===== src/hw/rtl/tcw_pkg.sv =====
// shared constants, command and status types for the text console writer
`timescale 1ns / 1ps

package tcw_pkg;

    // screen geometry and character handling
    localparam int COLUMNS        = 80;
    localparam int ROWS           = 25;
    localparam int TAB_STEP       = 4;
    localparam int PROTECTED_ROWS = 2;

    localparam int CELL_COUNT = ROWS * COLUMNS;
    localparam int COPY_COUNT = (ROWS - 1) * COLUMNS;

    // fixed field widths on the ports
    localparam int ROW_FIELD_W = 5;
    localparam int COL_FIELD_W = 7;
    localparam int CHAR_W      = 8;
    localparam int CELL_W      = 16;

    // internal widths
    localparam int ADDR_W     = $clog2(CELL_COUNT);
    localparam int CNT_W      = $clog2(CELL_COUNT + 1);
    localparam int CUR_ADDR_W = $clog2(CELL_COUNT + 1);
    localparam int ROW_W      = $clog2(ROWS);
    localparam int COL_W      = $clog2(COLUMNS + 1);

    // character codes
    localparam logic [CHAR_W-1:0] CH_NEWLINE   = 8'd10;
    localparam logic [CHAR_W-1:0] CH_TAB       = 8'd9;
    localparam logic [CHAR_W-1:0] CH_BACKSPACE = 8'd8;
    localparam logic [CHAR_W-1:0] CH_BLANK     = 8'h20;
    localparam logic [CHAR_W-1:0] COLOR_RESET  = 8'h0A;

    // opcodes
    localparam logic OP_PUT  = 1'b0;
    localparam logic OP_READ = 1'b1;

    // cursor operations
    localparam logic [2:0] CUR_NONE    = 3'd0;
    localparam logic [2:0] CUR_NEWLINE = 3'd1;
    localparam logic [2:0] CUR_TAB     = 3'd2;
    localparam logic [2:0] CUR_PUT     = 3'd3;
    localparam logic [2:0] CUR_BS      = 3'd4;

    typedef struct packed {
        logic       load_item;
        logic       clear_wr;
        logic       cnt_clear;
        logic       copy_step;
        logic       blank_step;
        logic [2:0] cursor_op;
        logic       out_load;
        logic       out_from_ram;
    } tcw_cmd_t;

    typedef struct packed {
        logic is_read;
        logic ch_newline;
        logic ch_tab;
        logic ch_bs;
        logic col_zero;
        logic col_at_end;
        logic row_last;
        logic row_unprotected;
        logic tab_wraps;
        logic cnt_copy_end;
        logic cnt_last;
        logic out_free;
    } tcw_status_t;

endpackage


===== src/hw/rtl/tcw_controller.sv =====
// sequencing state machine for the text console writer
`timescale 1ns / 1ps

module tcw_controller (
    input  logic                  clk,
    input  logic                  rst_n,
    input  logic                  in_valid,
    output logic                  in_stall,
    input  tcw_pkg::tcw_status_t  status,
    output tcw_pkg::tcw_cmd_t     cmd
);

    import tcw_pkg::*;

    localparam logic [3:0] S_CLEAR        = 4'd0;
    localparam logic [3:0] S_IDLE         = 4'd1;
    localparam logic [3:0] S_DISPATCH     = 4'd2;
    localparam logic [3:0] S_PUT          = 4'd3;
    localparam logic [3:0] S_POST         = 4'd4;
    localparam logic [3:0] S_SCROLL_COPY  = 4'd5;
    localparam logic [3:0] S_SCROLL_BLANK = 4'd6;
    localparam logic [3:0] S_READ_WAIT    = 4'd7;
    localparam logic [3:0] S_FINISH       = 4'd8;

    logic [3:0] state_reg;
    logic [3:0] state_next;
    logic       ret_put_reg;
    logic       ret_put_next;

    always_ff @(posedge clk or negedge rst_n)
    begin
        if (!rst_n)
        begin
            state_reg   <= S_CLEAR;
            ret_put_reg <= 1'b0;
        end
        else
        begin
            state_reg   <= state_next;
            ret_put_reg <= ret_put_next;
        end
    end

    assign in_stall = !((state_reg == S_IDLE) && status.out_free);

    always_comb
    begin
        cmd          = '0;
        state_next   = state_reg;
        ret_put_next = ret_put_reg;
        case (state_reg)
            S_CLEAR:
            begin
                cmd.clear_wr = 1'b1;
                if (status.cnt_last)
                begin
                    state_next = S_IDLE;
                end
            end
            S_IDLE:
            begin
                if (in_valid && !in_stall)
                begin
                    cmd.load_item = 1'b1;
                    state_next    = S_DISPATCH;
                end
            end
            S_DISPATCH:
            begin
                if (status.is_read)
                begin
                    state_next = S_READ_WAIT;
                end
                else if (status.ch_newline || (status.ch_tab && status.tab_wraps))
                begin
                    cmd.cursor_op = CUR_NEWLINE;
                    if (status.row_last)
                    begin
                        cmd.cnt_clear = 1'b1;
                        ret_put_next  = 1'b0;
                        state_next    = S_SCROLL_COPY;
                    end
                    else
                    begin
                        state_next = S_FINISH;
                    end
                end
                else if (status.ch_tab)
                begin
                    cmd.cursor_op = CUR_TAB;
                    state_next    = S_FINISH;
                end
                else if (status.ch_bs)
                begin
                    if (!status.col_zero || status.row_unprotected)
                    begin
                        cmd.cursor_op = CUR_BS;
                    end
                    state_next = S_FINISH;
                end
                else if (status.col_at_end)
                begin
                    // wrap first, then print on the fresh row
                    cmd.cursor_op = CUR_NEWLINE;
                    if (status.row_last)
                    begin
                        cmd.cnt_clear = 1'b1;
                        ret_put_next  = 1'b1;
                        state_next    = S_SCROLL_COPY;
                    end
                    else
                    begin
                        state_next = S_PUT;
                    end
                end
                else
                begin
                    state_next = S_PUT;
                end
            end
            S_PUT:
            begin
                cmd.cursor_op = CUR_PUT;
                state_next    = S_POST;
            end
            S_POST:
            begin
                if (status.col_at_end)
                begin
                    cmd.cursor_op = CUR_NEWLINE;
                    if (status.row_last)
                    begin
                        cmd.cnt_clear = 1'b1;
                        ret_put_next  = 1'b0;
                        state_next    = S_SCROLL_COPY;
                    end
                    else
                    begin
                        state_next = S_FINISH;
                    end
                end
                else
                begin
                    state_next = S_FINISH;
                end
            end
            S_SCROLL_COPY:
            begin
                cmd.copy_step = 1'b1;
                if (status.cnt_copy_end)
                begin
                    state_next = S_SCROLL_BLANK;
                end
            end
            S_SCROLL_BLANK:
            begin
                cmd.blank_step = 1'b1;
                if (status.cnt_last)
                begin
                    state_next = ret_put_reg ? S_PUT : S_FINISH;
                end
            end
            S_READ_WAIT:
            begin
                cmd.out_load     = 1'b1;
                cmd.out_from_ram = 1'b1;
                state_next       = S_IDLE;
            end
            S_FINISH:
            begin
                cmd.out_load = 1'b1;
                state_next   = S_IDLE;
            end
            default:
            begin
                state_next = S_IDLE;
            end
        endcase
    end

endmodule


===== config.mk =====
export PLATFORM = sky130hd
export DESIGN_NAME = tcw_controller
export DESIGN_NICKNAME = d
export VERILOG_FILES = /design/src/hw/rtl/tcw_pkg.sv /design/src/hw/rtl/tcw_controller.sv
export SDC_FILE = /design/constraint.sdc
export NUM_CORES = 1
export LEC_CHECK = 0
export BUFFER_PORTS_ARGS = -buffer_cell sky130_fd_sc_hd__buf_2
export CAP_MARGIN = 15
export CELL_PAD_IN_SITES_DETAIL_PLACEMENT = 0
export CELL_PAD_IN_SITES_GLOBAL_PLACEMENT = 1
export CORE_MARGIN = 2
export CORE_UTILIZATION = 35
export DETAILED_ROUTE_END_ITERATION = 8
export GPL_ROUTABILITY_DRIVEN = 0
export PLACE_DENSITY_LB_ADDON = 0.1
export SYNTH_ARGS = -nofsm -noshare
export SYNTH_HDL_FRONTEND = slang
export SYNTH_SLANG_ARGS = --single-unit

===== constraint.sdc =====
create_clock -name clk -period 2.8 [get_ports clk]
set_clock_uncertainty 0.1 [all_clocks]
set_input_delay 0.28 -clock clk [delete_from_list [all_inputs] [get_ports clk]]
set_output_delay 0.28 -clock clk [all_outputs]
set_load 0.01 [all_outputs]

==> results of run 1 <==
per-stage QoR:
stage	setup WS (ns)	hold WS [ns]	total power, uW	std cells	cell area [um2]
3_5_place_dp	0.788	-0.00180	571	114	726
2_1_floorplan	1.06	-0.116	499	77	621
6_report	0.533	0.216	654	119	762
4_1_cts	0.516	0.209	661	119	762
3_3_place_gp	0.824	-0.00262	578	114	726
5_1_grt	0.398	0.216	718	119	762
worst max-delay path: cells and delay by family, from the launching register on:
kind / cells / cell delay (ns)
buffers and inverters: 1 / 0.12
and+or+nand+nor: 2 / 0.72
AOI/OAI and AO/OA: 1 / 0.14
DFF: 1 / 0.66
worst paths after layout:
path / from / end / slack (ns) / depth (start not counted)
setup / recovery: state_reg[2]$_DFFE_PN0P_ / cmd[7] / 0.53 / 4
hold / removal: status[1] / state_reg[1]$_DFFE_PN0P_ / 0.22 / 2
setup reg to reg: state_reg[2]$_DFFE_PN0P_ / state_reg[0]$_DFFE_PN0P_ / 0.92 / 4
hold reg to reg: ret_put_reg$_DFFE_PN0P_ / ret_put_reg$_DFFE_PN0P_ / 0.50 / 2
max in group asynchronous: rst_n / ret_put_reg$_DFFE_PN0P_ / 2.18 / 2
min in group asynchronous: rst_n / state_reg[1]$_DFFE_PN0P_ / 0.29 / 2
layout by cell type, fill, tap and decap left out, types with 2 or more instances in the layout:
master	synthesis	final
nor2b_1	3	3
nor2_1	7	7
nand2b_1	2	2
o21ai_0	2	2
a211o_1	2	2
or3_1	2	2
a211oi_1	2	2
a31o_2	2	2
a31oi_1	2	2
nand2_1	8	8
a21o_1	2	2
dfrtp_1	5	5
o22ai_1	2	2
and3_1	2	2
nor3_1	2	2
nand3_1	3	3
inv_1	4	4
clkbuf_4	0	3
buf_2	0	25
power by group through the flow:
stage	Clock, uW	Combinational (uW)	Sequential (uW)
after floorplan	0	380	119
after global placement	0	388	189
after detailed placement	0	383	188
after CTS	86.0	386	188
after global routing	91.8	427	199
final	81.9	385	187
cells by family after synthesis:
family | after synthesis | share of synthesized area, %
DFF | 5 | 20.2
AOI/OAI and AO/OA | 23 | 29.0
buffers and inverters | 9 | 9.07
and+or+nand+nor | 40 | 41.7
layer usage:
layer / wire, um / vias to the layer above / global-route usage (%)
li1: - / 340 / -
met1: 754 / 303 / 23.3
met2: 704 / 25 / 23.6
met3: 95 / 0 / 3.53
met4: 0 / 0 / 3.43
met5: 0 / - / 0
layout make-up:
class | instances | area [um2] | share of cell area (%)
inverters | 4 | 15.0 | 1.97
repair buffers | 26 | 135 | 17.7
multi-input cells | 63 | 439 | 57.6
well taps | 17 | 21.3 | 2.79
flip-flops and latches | 5 | 125 | 16.4
clock buffers | 4 | 26.3 | 3.45
==> summary.txt, run 1 <==
Global routing
  – Gr ovfl total: 0
  – Number of global-route vias before repair: 549
  – GRT Total Usage: 15.9%
  – Initial antenna violation count: 0
  – First-pass GRT wire length: 2480 um
  – Largest net degree at the start of global routing: 19

Clock tree
  – # resized after CTS: 0
  – CTS clk-pin slew, worst paths: approximately 0.040 ns
  – Hold_buf cts: 1
  – CTS buffer count: 3
  – Post-CTS setup buffers: 0
  – CTS H-Tree Depth: 1
  – CTS tree: built
  – Total number of clock tree sinks: 5
  – CTS max path bufs: 2
  – Clk Latency, worst-skew pair: about 0.24 ns
  – Root buf cell: clkbuf_4

Yosys
  – Avg Inst Size Synth: 8.06 um2
  – Warnings from Yosys: 0
  – Post-synth EDFFs: 0
  – Synthesized Nets: between 90 and 100
  – Sequential area share after synthesis: 20.2%
  – Top cells by area, synth: dfrtp_1, nand2_1, nor2_1, nor4b_4, buf_6
  – Post-synth top cells: nand2_1, nor2_1, dfrtp_1
  – Share of the synthesized area in the top cell type: between 20% and 30%
  – FF+latch count, synth: 5
  – Predominant post-synthesis flop cell: dfrtp_1
  – Mapped Area: ~620 um2
  – Count leader, synth: nand2_1
  – Synth cell types: 40
  – Top cell type by total area after synthesis: dfrtp_1
  – Synth Instances: between 70 and 80
  – Ys async rst share: 100%

Floorplan
  – Die area: between 0.002 and 0.0025 mm2
  – Ports: 26
  – Rows: 15
  – Die Ht: 46.1 um
  – Die width: around 46 um
  – Core ar.: between 0.0015 and 0.002 mm2
  – Initial Utilization: 36.7%

Detailed routing
  – Antenna-violating nets left: 0
  – Initial DRC count: 18
  – Vias post-DR: approximately 670
  – Initial DRT Pass Iterations: 4
  – DRC: 0
  – Drt via density: about 5.6
  – Detailed Route WL: around 1600 um
  – Routed WL per cell: approximately 13 um

Power
  – Seq pwr share: between 20 and 30%
  – Leakage power: about 0.00038 uW
  – Worst vdd ir: between 0.5 and 0.6 mV
  – Switching Fraction: between 40% and 50%
  – Power share of the combinational group: about three fifths
  – Pwr dens: roughly 860 mW/mm2
  – Sw power: around 300 uW
  – Internal: around 350 uW
  – Clock power frac: approximately an eighth

Layout
  – Fin util: between 40% and 50%
  – Final nets: approximately 120
  – Max FFs per register: 4
  – FILL cells: 181
  – Area Overhead vs Synth: 22.8%
  – Share of cells above drive strength 1: between 30% and 40%
  – Diode count: 0

Worst setup path
  – Crit-path cells: or4b_4, nor2_2, a31o_2, buf_2
  – Worst path max stage delay: 0.66 ns
  – Crit Path Category: register to output pin
  – Worst Setup End Kind: output pin
  – Max stage delay cell, worst path: dfrtp_1
  – Critical Path RT: roughly 2.4 ns
  – Worst Path Max Fanout: 18
  – Crit path DAT: roughly 1.9 ns
  – Startpoint type of the worst setup path: register

STA
  – Setup TNS: 0 ns
  – Final Setup Violations: 0
  – Least-Margin Pin Slew: 0.525 ns
  – RSZ-0062 raised after global routing: false
  – Fin. Hold Viols: 0
  – Rel. slew slack: between 60 and 70%
  – Final Cycle Share: 81.0%
  – Fmax: about 440 MHz
  – Crit path time final: 2.27 ns
  – Max Slew Vio Count: 0

Min path
  – Worst min-delay path class: primary input to register

Status
  – Outcome: complete, no violations

Flow run
  – Max-Cap Viols: 0

Placement
  – PortBufs: 25
  – Dpl hpwl: between 1000 and 1500 um
(Power assumes the default switching activity.)
==> run 2, diff against run 1 <==
--- a/config.mk
+++ b/config.mk
@@ -10,7 +10,7 @@
 export CELL_PAD_IN_SITES_DETAIL_PLACEMENT = 0
 export CELL_PAD_IN_SITES_GLOBAL_PLACEMENT = 1
 export CORE_MARGIN = 2
-export CORE_UTILIZATION = 35
+export CORE_UTILIZATION = 29
 export DETAILED_ROUTE_END_ITERATION = 8
 export GPL_ROUTABILITY_DRIVEN = 0
 export PLACE_DENSITY_LB_ADDON = 0.1
==> constraint.sdc (replaced) <==
create_clock -name clk -period 1.9 [get_ports clk]
set_clock_uncertainty 0.1 [all_clocks]
set_input_delay 0.19 -clock clk [delete_from_list [all_inputs] [get_ports clk]]
set_output_delay 0.19 -clock clk [all_outputs]
set_load 0.01 [all_outputs]
==> run 2 against run 1 <==
Against the previous run: the flow now finishes with violations (setup timing); utilization increased by 2.4 points; via count increased by 14%; first-iteration DRC count increased by 28%; final cell count increased by 23%; die area increased by 19%; wire length increased by 23%.
==> summary.txt, run 2 (same netlist as run 1, synthesis figures left out) <==
Min path
  – Worst min-delay path class: primary input to register
  – Hold path startpoint: status[1]
  – Hold EP: state_reg[1]$_DFFE_PN0P_
  – WHS Path Cells: 2 (unchanged)

STA
  – Final Worst Setup Slack: -0.0496 ns (-0.583 ns)
  – Final Cycle Share: 103%
  – Fmax: 513 MHz
  – Fin. Hold Viols: 0 (unchanged)
  – Rel. slew slack: 77.1% (+12 points)
  – Final Setup Violations: 3 (+3)
  – Hold WS: 0.101 ns (-0.115 ns)
  – RSZ-0062 raised after global routing: true
  – Setup TNS: -0.113 ns (-0.113 ns)
  – Max Slew Vio Count: 0 (unchanged)
  – Least-Margin Pin Slew: 0.340 ns (-0.184 ns)
  – Crit path time final: approximately 2 ns

Detailed routing
  – DRC: 0 (unchanged)
  – Initial DRT Pass Iterations: 4 (unchanged)
  – Vias post-DR: 761 (+14%)
  – Drt via density: 5.21 (-7.1%)
  – Initial DRC count: 23 (+5)
  – Detailed Route WL: 1920 um (+23%)
  – Routed WL per cell: 13.1 um (+0.44%)
  – Antenna-violating nets left: 0 (unchanged)

Worst setup path
  – Path depth of the worst reg2reg path: 5 (+1)
  – Critical Path RT: 1.61 ns (-0.81 ns)
  – Worst Path Max Fanout: 4 (-14)
  – Worst Setup End Kind: output pin
  – Reg2reg end: state_reg[0]$_DFFE_PN0P_
  – R2R Setup Slk: 0.16 ns (-0.76 ns)
  – Worst Setup SP: state_reg[0]$_DFFE_PN0P_
  – Crit path DAT: 1.66 ns (-0.23 ns)
  – Crit Path Category: register to output pin
  – Reg2reg start: state_reg[2]$_DFFE_PN0P_
  – Startpoint type of the worst setup path: register

Power
  – Leakage power: 0.000479 uW (+25%)
  – Pwr dens: 1290 mW/mm2 (+51%)
  – Total power: 1220 uW (+86%)
  – Worst vdd ir: 0.897 mV (+79%)

Global routing
  – GRT Total Usage: 15.6% (-0.33 points)
  – First-pass GRT wire length: 2990 um (+20%)
  – Largest net degree at the start of global routing: 9 (-10)
  – Initial antenna violation count: 0 (unchanged)
  – Gr ovfl total: 0 (unchanged)
  – Number of global-route vias before repair: 690 (+26%)

Clock tree
  – CTS clk-pin slew, worst paths: 0.05 ns (about the same)
  – CTS H-Tree Depth: 1 (unchanged)
  – CTS buffer count: 3 (unchanged)
  – CTS max path bufs: 2 (unchanged)
  – Root buf cell: clkbuf_4
  – Total number of clock tree sinks: 5 (unchanged)
  – Clk Latency, worst-skew pair: 0.25 ns (about the same)
  – CTS tree: built

Layout
  – Area Overhead vs Synth: 51.8%
  – Final std cells w/o fill: 146 (+23%)
  – Diode count: 0 (unchanged)
  – Commonest non-fill, non-tap cell in the layout: buf_2
  – Final nets: 135 (+14%)
  – Most frequent cells in the layout: buf_2, buf_4, nand2_1
  – Finished Cell Area: 942 um2 (+24%)
  – Max FFs per register: 4 (unchanged)
  – Share of cells above drive strength 1: 50.4% (+12 points)

Floorplan
  – Die Ht: 50.3 um (+9.0%)
  – Ports: 26 (unchanged)
  – Die area: 0.00253 mm2 (+19%)
  – Rows: 16 (+1)
  – Die width: 50.3 um (+9.0%)
  – Initial Utilization: 31.3% (-5.4 points)
  – Core ar.: 0.00198 mm2 (+17%)

Flow run
  – Max-Cap Viols: 0 (unchanged)

Status
  – Outcome: finished, violations left
  – Failing checks: setup timing

Placement
  – Area after DPL: 783 um2 (+7.9%)
  – Dpl cells: 130 (+14%)
  – Dpl hpwl: 1310 um (+9.1%)
  – PortBufs: 25 (unchanged)
==> run 2: critical path, cell delays in order (launching register included) <==
cell	delay, ns
dfrtp_2	0.44
nor4b_4	0.36
nor2b_1	0.29
nand2_1	0.10
o21ai_0	0.08
buf_2	0.15
==> run 2: how the worst max path moves through the flow <==
| stage | endpoint | slack [ns] | cells after the start |
|---|---|---|---|
| 2_1_floorplan | cmd[4] | 0.25 | 4 |
| 3_3_place_gp | cmd[7] | 0.11 | 4 |
| 3_5_place_dp | cmd[7] | 0.09 | 4 |
| 4_1_cts | cmd[4] | 0.0007 | 4 |
| 5_1_grt | cmd[2] | -0.13 | 5 |
| 6_report | cmd[2] | -0.05 | 5 |
==> run 2: report_power, final <==
| part | internal, uW | leakage [uW] | switching, uW |
|---|---|---|---|
| logic | 464 | 0.000405 | 407 |
| registers | 156 | 0.0000594 | 60.5 |
| clock network | 79.8 | 0.0000150 | 50.9 |
| total | 700 | 0.000479 | 519 |
==> run 2: area by class of cell <==
| type | count | area [um2] |
|---|---|---|
| Multi-Input combinational cell | 63 | 468 |
| Tap cell | 27 | 33.8 |
| Clock buffer | 4 | 26.3 |
| Fill cell | 203 | 1040 |
| Timing Repair Buffer | 43 | 269 |
| Sequential cell | 5 | 130 |
| Inverter | 4 | 15.0 |
==> run 2: repair_timing <==
action	in CTS	in global routing
setup endpoints to repair	4	5
buffers inserted	9	2
hold endpoints to repair	5	0
pin swaps	3	4
hold buffers	1	0
resized for setup	6	3
==> run 2: per-stage QoR <==
stage / utilization (%) / setup slack, ns
after floorplan: - / 0.249
after global placement: 39.5 / 0.113
after detailed placement: 39.5 / 0.0904
after CTS: 45.6 / 0.000657
after global routing: 47.5 / -0.131
final: 47.5 / -0.0496
==> run 2: layer usage <==
metal / up-vias / part of all wire, % / global-route usage, %
met3: 2 / 5.0 / 5.65
met1: 369 / 42 / 18.5
met4: 0 / 0.73 / 4.17
met2: 20 / 52 / 26.1
li1: 370 / - / -
met5: - / 0 / 0
